--- src/hdl/tldc_pkg.sv ---
`timescale 1ns / 1ps
`default_nettype none
package tldc_pkg;

  // cache geometry
  localparam int L1_ENTRIES = 32;
  localparam int L2_ENTRIES = 256;
  localparam int ADDR_WIDTH = 16;

  localparam int L1_IDX_W = $clog2(L1_ENTRIES);
  localparam int L2_IDX_W = $clog2(L2_ENTRIES);
  localparam int L1_TAG_W = ADDR_WIDTH - L1_IDX_W;
  localparam int L2_TAG_W = ADDR_WIDTH - L2_IDX_W;

  // configuration port
  localparam int CFG_IDX_W  = 8;
  localparam int CFG_DATA_W = 32;
  localparam int LAT_W      = 8;
  localparam int TOTAL_LAT_W = LAT_W + 1;
  localparam int CNT_W      = 32;

  localparam logic [LAT_W-1:0] L1_LATENCY_RESET = 8'd1;
  localparam logic [LAT_W-1:0] L2_LATENCY_RESET = 8'd10;

  typedef enum logic [CFG_IDX_W-1:0] {
    REG_L1_LATENCY = 8'd0,
    REG_L2_LATENCY = 8'd1
  } cfg_reg_t;

  // level that served the access
  typedef enum logic [1:0] {
    LVL_L1   = 2'd0,
    LVL_L2   = 2'd1,
    LVL_MISS = 2'd2
  } hit_level_t;

  // outcome of one lookup, drives the statistics counters
  typedef struct packed {
    logic valid;
    logic l1_hit;
    logic l2_hit;
  } lookup_evt_t;

endpackage
`default_nettype wire

--- src/hdl/tldc_tag_ram.sv ---
`timescale 1ns / 1ps
`default_nettype none
module tldc_tag_ram #(
  parameter int DEPTH = 32,
  parameter int WIDTH = 8
) (
  input  wire logic                     clk,
  input  wire logic                     we,
  input  wire logic [$clog2(DEPTH)-1:0] waddr,
  input  wire logic [WIDTH-1:0]         wdata,
  input  wire logic [$clog2(DEPTH)-1:0] raddr,
  output logic      [WIDTH-1:0]         rdata
);

  logic [WIDTH-1:0] mem [DEPTH];

  // one write port, one registered read port
  always_ff @(posedge clk) begin
    if (we) begin
      mem[waddr] <= wdata;
    end
    rdata <= mem[raddr];
  end

endmodule
`default_nettype wire

--- src/hdl/tldc_stats.sv ---
`timescale 1ns / 1ps
`default_nettype none
module tldc_stats (
  input  wire logic                      clk,
  input  wire logic                      rst_n,
  input  wire tldc_pkg::lookup_evt_t     evt,
  output logic      [tldc_pkg::CNT_W-1:0] l1_hits,
  output logic      [tldc_pkg::CNT_W-1:0] l1_miss_cnt,
  output logic      [tldc_pkg::CNT_W-1:0] l2_hits,
  output logic      [tldc_pkg::CNT_W-1:0] l2_miss_cnt
);
  import tldc_pkg::*;

  logic [CNT_W-1:0] l1_hits_r, l1_miss_cnt_r, l2_hits_r, l2_miss_cnt_r;

  // wrapping event counters
  always_ff @(posedge clk) begin
    if (!rst_n) begin
      l1_hits_r     <= '0;
      l1_miss_cnt_r <= '0;
      l2_hits_r     <= '0;
      l2_miss_cnt_r <= '0;
    end else if (evt.valid) begin
      if (evt.l1_hit) begin
        l1_hits_r <= l1_hits_r + 1'b1;
      end else begin
        l1_miss_cnt_r <= l1_miss_cnt_r + 1'b1;
        if (evt.l2_hit) begin
          l2_hits_r <= l2_hits_r + 1'b1;
        end else begin
          l2_miss_cnt_r <= l2_miss_cnt_r + 1'b1;
        end
      end
    end
  end

  assign l1_hits     = l1_hits_r;
  assign l1_miss_cnt = l1_miss_cnt_r;
  assign l2_hits     = l2_hits_r;
  assign l2_miss_cnt = l2_miss_cnt_r;

endmodule
`default_nettype wire

--- src/hdl/two_level_direct_mapped_cache_model_top.sv ---
`timescale 1ns / 1ps
`default_nettype none
// two-level direct-mapped cache timing model
// input: pulse start with in_address while busy is low; that beat is taken
//   at the clock edge. busy then stays high for one cycle.
// result: out_strobe rises at the edge that ends the busy cycle and is
//   high for exactly one cycle with out_latency, out_hit_level and the four
//   running hit/miss counters (values after this access); the beat is taken
//   at the edge that ends the strobe cycle. the receiver cannot stall.
// a new access is not taken while busy is high. the accepting edge reads
//   both tag memories (registered synchronous read); the busy cycle compares,
//   writes the tags back on a miss and registers the result. a new access may
//   be started in the cycle out_strobe is high; its reads see the previous write.
// configuration: cfg_valid/cfg_ready write channel, cfg_ready always high.
//   index 0 = l1_latency, index 1 = l2_latency, low 8 bits of cfg_data kept,
//   other indexes ignored. write only while no access is in flight.
// reset (rst_n low, synchronous): all valid bits and counters cleared,
//   latencies back to 1 and 10, no access in flight. no clearing pass is
//   needed; the block takes start in the first cycle after reset.
module two_level_direct_mapped_cache_model_top (
  input  wire logic                             clk,
  input  wire logic                             rst_n,
  input  wire logic                             start,
  output logic                                  busy,
  input  wire logic [tldc_pkg::ADDR_WIDTH-1:0]  in_address,
  output logic                                  out_strobe,
  output logic      [tldc_pkg::TOTAL_LAT_W-1:0] out_latency,
  output logic      [1:0]                       out_hit_level,
  output logic      [tldc_pkg::CNT_W-1:0]       out_first_level_hits,
  output logic      [tldc_pkg::CNT_W-1:0]       out_first_level_misses,
  output logic      [tldc_pkg::CNT_W-1:0]       out_second_level_hits,
  output logic      [tldc_pkg::CNT_W-1:0]       out_second_level_misses,
  input  wire logic                             cfg_valid,
  output logic                                  cfg_ready,
  input  wire logic [tldc_pkg::CFG_IDX_W-1:0]   cfg_index,
  input  wire logic [tldc_pkg::CFG_DATA_W-1:0]  cfg_data
);
  import tldc_pkg::*;

  typedef enum logic {
    ST_IDLE,
    ST_LOOKUP
  } state_t;

  state_t                  state_r;
  logic [ADDR_WIDTH-1:0]   addr_r;
  logic                    out_strobe_r;
  logic [TOTAL_LAT_W-1:0]  out_latency_r;
  hit_level_t              out_hit_level_r;
  logic [LAT_W-1:0]        l1_lat_r, l2_lat_r;
  logic [L1_ENTRIES-1:0]   l1_valid_r;
  logic [L2_ENTRIES-1:0]   l2_valid_r;

  logic                    accept;
  logic [L1_IDX_W-1:0]     in_i1, i1;
  logic [L2_IDX_W-1:0]     in_i2, i2;
  logic [L1_TAG_W-1:0]     t1, l1_rdata;
  logic [L2_TAG_W-1:0]     t2, l2_rdata;
  logic                    l1_hit, l2_hit;
  logic                    l1_we, l2_we;
  lookup_evt_t             evt;

  assign accept = start && (state_r == ST_IDLE);
  assign busy   = (state_r == ST_LOOKUP);

  // configuration registers
  assign cfg_ready = 1'b1;

  always_ff @(posedge clk) begin
    if (!rst_n) begin
      l1_lat_r <= L1_LATENCY_RESET;
      l2_lat_r <= L2_LATENCY_RESET;
    end else if (cfg_valid && cfg_ready) begin
      if (cfg_index == REG_L1_LATENCY) begin
        l1_lat_r <= cfg_data[LAT_W-1:0];
      end else if (cfg_index == REG_L2_LATENCY) begin
        l2_lat_r <= cfg_data[LAT_W-1:0];
      end
    end
  end

  // address split: read side from the incoming beat, compare side from addr_r
  assign in_i1 = in_address[L1_IDX_W-1:0];
  assign in_i2 = in_address[L2_IDX_W-1:0];
  assign i1    = addr_r[L1_IDX_W-1:0];
  assign i2    = addr_r[L2_IDX_W-1:0];
  assign t1    = addr_r[ADDR_WIDTH-1:L1_IDX_W];
  assign t2    = addr_r[ADDR_WIDTH-1:L2_IDX_W];

  // tag memories
  tldc_tag_ram #(.DEPTH(L1_ENTRIES), .WIDTH(L1_TAG_W)) u_l1_tags (
    .clk   (clk),
    .we    (l1_we),
    .waddr (i1),
    .wdata (t1),
    .raddr (in_i1),
    .rdata (l1_rdata)
  );

  tldc_tag_ram #(.DEPTH(L2_ENTRIES), .WIDTH(L2_TAG_W)) u_l2_tags (
    .clk   (clk),
    .we    (l2_we),
    .waddr (i2),
    .wdata (t2),
    .raddr (in_i2),
    .rdata (l2_rdata)
  );

  // hit detect and fill decision
  always_comb begin
    l1_hit    = l1_valid_r[i1] && (l1_rdata == t1);
    l2_hit    = l2_valid_r[i2] && (l2_rdata == t2);
    l1_we     = (state_r == ST_LOOKUP) && !l1_hit;
    l2_we     = l1_we && !l2_hit;
    evt.valid  = (state_r == ST_LOOKUP);
    evt.l1_hit = l1_hit;
    evt.l2_hit = l2_hit;
  end

  // valid bits
  always_ff @(posedge clk) begin
    if (!rst_n) begin
      l1_valid_r <= '0;
      l2_valid_r <= '0;
    end else begin
      if (l1_we) begin
        l1_valid_r[i1] <= 1'b1;
      end
      if (l2_we) begin
        l2_valid_r[i2] <= 1'b1;
      end
    end
  end

  // sequencer and result registers
  always_ff @(posedge clk) begin
    if (!rst_n) begin
      state_r      <= ST_IDLE;
      out_strobe_r <= 1'b0;
    end else begin
      out_strobe_r <= (state_r == ST_LOOKUP);
      unique case (state_r)
        ST_IDLE: begin
          if (start) begin
            state_r <= ST_LOOKUP;
          end
        end
        ST_LOOKUP: begin
          state_r <= ST_IDLE;
        end
        default: begin
          state_r <= ST_IDLE;
        end
      endcase
    end
  end

  // payload registers
  always_ff @(posedge clk) begin
    if (accept) begin
      addr_r <= in_address;
    end
    if (state_r == ST_LOOKUP) begin
      if (l1_hit) begin
        out_latency_r   <= {1'b0, l1_lat_r};
        out_hit_level_r <= LVL_L1;
      end else begin
        out_latency_r   <= {1'b0, l1_lat_r} + {1'b0, l2_lat_r};
        out_hit_level_r <= l2_hit ? LVL_L2 : LVL_MISS;
      end
    end
  end

  // statistics
  tldc_stats u_stats (
    .clk         (clk),
    .rst_n       (rst_n),
    .evt         (evt),
    .l1_hits     (out_first_level_hits),
    .l1_miss_cnt (out_first_level_misses),
    .l2_hits     (out_second_level_hits),
    .l2_miss_cnt (out_second_level_misses)
  );

  assign out_strobe    = out_strobe_r;
  assign out_latency   = out_latency_r;
  assign out_hit_level = out_hit_level_r;

  // the cycle after busy has busy low and a single result beat
  a_lookup_one_cycle: assert property (@(posedge clk) disable iff (!rst_n)
    busy |=> !busy && out_strobe)
    else $error("lookup did not finish in one cycle");

  a_strobe_after_lookup: assert property (@(posedge clk) disable iff (!rst_n)
    out_strobe |-> $past(busy))
    else $error("result beat without a lookup");

  a_accept_starts_lookup: assert property (@(posedge clk) disable iff (!rst_n)
    accept |=> busy)
    else $error("accepted beat did not start a lookup");

  // an l1 miss always leaves the line valid in l1
  a_l1_fill: assert property (@(posedge clk) disable iff (!rst_n)
    l1_we |=> l1_valid_r[$past(i1)])
    else $error("l1 fill did not set the valid bit");

  // an l1 hit is charged the l1 latency only
  a_l1_hit_latency: assert property (@(posedge clk) disable iff (!rst_n)
    (out_strobe && out_hit_level == LVL_L1) |-> out_latency == {1'b0, l1_lat_r})
    else $error("l1 hit latency mismatch");

endmodule
`default_nettype wire
--- config.mk ---
export PLATFORM = sky130hd
export DESIGN_NAME = two_level_direct_mapped_cache_model_top
export DESIGN_NICKNAME = d
export VERILOG_FILES = /design/src/hdl/tldc_pkg.sv /design/src/hdl/tldc_tag_ram.sv /design/src/hdl/tldc_stats.sv /design/src/hdl/two_level_direct_mapped_cache_model_top.sv
export SDC_FILE = /design/constraint.sdc
export NUM_CORES = 2
export LEC_CHECK = 0
export ABC_AREA = 1
export BUFFER_PORTS_ARGS = -buffer_cell sky130_fd_sc_hd__buf_2
export CAP_MARGIN = 10
export CORE_ASPECT_RATIO = 0.5
export CORE_MARGIN = 4
export CORE_UTILIZATION = 50
export DETAILED_ROUTE_END_ITERATION = 12
export GPL_ROUTABILITY_DRIVEN = 1
export PLACE_DENSITY = 0.72
export SLEW_MARGIN = 20
export SYNTH_ARGS = -nofsm -noshare
export SYNTH_HDL_FRONTEND = slang
export SYNTH_HIERARCHICAL = 1
export SYNTH_SLANG_ARGS = --single-unit
--- constraint.sdc ---
create_clock -name clk -period 7.1 [get_ports clk]
set_clock_uncertainty 0.05 [all_clocks]
set_input_delay 0.355 -clock clk [delete_from_list [all_inputs] [get_ports clk]]
set_output_delay 0.355 -clock clk [all_outputs]
set_load 0.02 [all_outputs]
==> impl_metrics.json <==
{
  "cp-startpoint": "addr_r[1]",
  "synth_edf_count": 2427,
  "min-delay-start": "in_address[5]",
  "finalSetupViolations": 0,
  "drtAntennaViolNets": 0,
  "initial_core_util_pct": 50.6,
  "synth_top_cell_area_share_pct": 59.8,
  "antenna_found_initial": 5,
  "r2r-start": "addr_r[1]",
  "ctsHtreeMaxLevel": 4,
  "cp_max_fo": 39,
  "rows": 127,
  "hp-class": "in -> reg",
  "syn_to_final_growth_pct": 9.00,
  "cts_max_path_buffers": 4,
  "post-cts-setup-buffers": 0,
  "drive_gt1_share_pct": 6.61,
  "crit_family": "simple AND/OR/NAND/NOR gates",
  "drt_iter0_markers": 10900,
  "critical_path_buf_inv_count": 4,
  "cp.required_ps": 7560,
  "synthFlopType": "edfxtp_1",
  "clk_latency_ps": 900,
  "cts-resized-gates": 0,
  "n_fill_cell": 20100,
  "clock_sinks": 2880,
  "final_cells": 15100,
  "netSwitchingPower_mw": 7.65,
  "intPower_mw": 26.5,
  "dieArea_um2": 252000,
  "floorplan.core_area_um2": 241000,
  "ys_async_sr_fraction_pct": 0,
  "start_kind": "register",
  "routedWlPerCell_um": 20.9,
  "yosysSeqAreaShare_pct": 67.3,
  "grt_pass1_vias": 80300,
  "synth_top_cell_by_area": "edfxtp_1",
  "io_buffer_count": 176,
  "ys_ff_latch": 2880,
  "ys_types": 48,
  "ys_warn_count": 6,
  "via_count": 86700,
  "critical_path.cell_chain": "inv_2 > buf_4 > nand2_1 > nand2_1 > nand2_1 > nand2_1 > nor2_1 > nor2_1 > nor2_1 > nand2_1 > nand2_1 > nand2_1 > o21ai_4 > inv_1 > nor2_2 > buf_4 > nand2_2 > nor2_1",
  "wl_um": 317000,
  "ctsHoldBuffers": 36,
  "clk_pin_slew_ps": 60,
  "vias_per_cell": 5.73,
  "cp_common_cell": "nand2_1",
  "clockPowerShare_pct": 40.4,
  "p_per_area_nw_per_um2": 258,
  "tns_ps": 0,
  "final_nets": 11800,
  "maxSlewViolCount": 0,
  "first_pass_iters": 6,
  "slowest_stage": "nor2_1",
  "ys_top_cells_by_area": "edfxtp_1 (60%), nand3_1 (11%), nand2_1 (11%)",
  "multi_input_area_um2": 34000,
  "worstMarginPinSlew_ps": 1190,
  "fin_crit_sh_pct": 85.2,
  "grt_max_degree": 228,
  "grt.overflow.total": 0,
  "die_w_um": 706,
  "timing.fmax_mhz": 165,
  "track_usage_pct": 24.3,
  "routabilityCongestion": 0.890,
  "ir_drop_v": 0.000277,
  "netlist_area_um2": 122000,
  "syn_avg_cell_area_um2": 10.3,
  "cts_made_buffers": 248,
  "syn_inst": 11900,
  "grt_first_pass_wirelength_um": 479000,
  "dpl.hpwl_um": 177000,
  "drv_cap": 0,
  "tritoncts": "done",
  "critPathMaxStageDelay_ps": 900,
  "clock-root-buffer": "clkbuf_16",
  "rsz0062_at_grt": "no",
  "crit_path_end_kind": "register",
  "die_h_um": 357,
  "status": "finished clean",
  "maxSlewHeadroom_pct": 20.1,
  "post-place-ws_ps": 1110,
  "syn-num-nets": 11900,
  "fin_ws_ps": 1050,
  "remaining_drc_errors": 0,
  "hold_viol": 0,
  "p_sw_share_pct": 22.4,
  "crit_arrival_ps": 6510,
  "critPathKind": "reg -> reg",
  "power_frac_seq_pct": 53.8,
  "io_pins": 202,
  "seq_area_um2": 81900,
  "p_leak_nw": 46.4,
  "min_period_ps": 6050,
  "pwr-share-comb_pct": 5.8,
  "dp_cells": 14600
}
==> synth_stat cells (all sizes together) (6+ instances only) <==
| master | n |
|---|---|
| buf | 519 |
| ha | 12 |
| clkbuf | 225 |
| a21oi | 368 |
| nor3b | 7 |
| nor3 | 24 |
| a211oi | 10 |
| nand3 | 2655 |
| nand2 | 3419 |
| edfxtp | 2427 |
| o21ai | 142 |
| nand3b | 6 |
| xor2 | 20 |
| xnor2 | 12 |
| nor2 | 964 |
| inv | 531 |
| o22ai | 12 |
| nand4 | 28 |
| dfxtp | 453 |
==> cell type report <==
type                       count  share of cell area (%)
antenna                        1                 0.00189
clock buffer                 309                    5.06
clock inverter               145                    1.11
inverter                     533                    1.55
multi-input combinational   7705                    25.6
sequential                  2880                    61.7
tap                         3225                    3.04
timing repair buffer         341                    1.92
==> path summary, 6_finish.rpt <==
kind	to	cells after the start	slack, ps
setup reg to reg	u_l2_tags/mem[211][3]	18	1050
setup / recovery	u_l2_tags/mem[211][3]	18	1050
hold reg to reg	l2_valid_r[65]	2	400
hold / removal	addr_r[5]	2	110
==> routing by layer <==
| metal | GRT usage, % | wire (um) | vias up |
|---|---|---|---|
| met5 | 0 | 32 | - |
| met4 | 8.36 | 11100 | 4 |
| met3 | 4.45 | 32100 | 643 |
| met2 | 38.9 | 146000 | 4389 |
| met1 | 33.7 | 127000 | 41500 |
| li1 | - | - | 40200 |
==> sequential cells by signal, indices dropped and copies added (netlist names), 11 cells and up <==
name                 cells
addr_r                  16
l1_valid_r              32
l2_valid_r             256
u_l1_tags/mem          352
u_l1_tags/rdata         11
u_l2_tags/mem         2048
u_stats/l1_hits         32
u_stats/l1_miss_cnt     32
u_stats/l2_hits         32
u_stats/l2_miss_cnt     32
==> cells in the final DEF, fill, tap and decap left out, drive strengths merged, types with 6 or more instances in the layout <==
master,count
nand2,3419
nand3,2655
edfxtp,2427
nor2,964
inv,535
dfxtp,453
a21oi,368
clkbuf,309
buf,305
o21ai,142
clkinv,97
dlygate4sd3,36
bufinv,30
nand4,28
nor3,24
xor2,20
clkinvlp,16
o22ai,12
xnor2,12
ha,12
a211oi,10
nor3b,7
nand3b,6
==> power groups by stage <==
stage	logic (mW)	clock network (mW)	registers, mW
after floorplan	1.15	0	18.9
after global placement	1.88	0	18.8
after detailed placement	1.92	0	18.8
after CTS	1.94	14.0	18.4
after global routing	2.13	14.7	18.4
final	1.98	13.8	18.4
==> through the flow <==
stage	area (um2)	hold slack [ps]	util, %	power [mW]
global placement	124000	386	51.5	20.6
floorplan	122000	380	-	20.1
CTS	133000	53.1	55.1	34.3
finish	133000	111	55.1	34.2
detailed placement	124000	390	51.5	20.7
global route	133000	88.0	55.1	35.2
==> cells by family (layout without fill, tap and decap cells) <==
group                      Yosys count  count (layout)  share of synthesized area (%)
xor gates and xnor gates            32              32                          0.230
DFF                               2880            2880                           67.3
and+or+nand+nor                   7111            7111                           25.1
adders and majority gates           13              13                          0.140
buffers and inverters             1277            1328                           4.87
other                                1               2                        0.00308
AOI/OAI and AO/OA                  548             548                           2.33
Power figures use the tool's default switching activity.
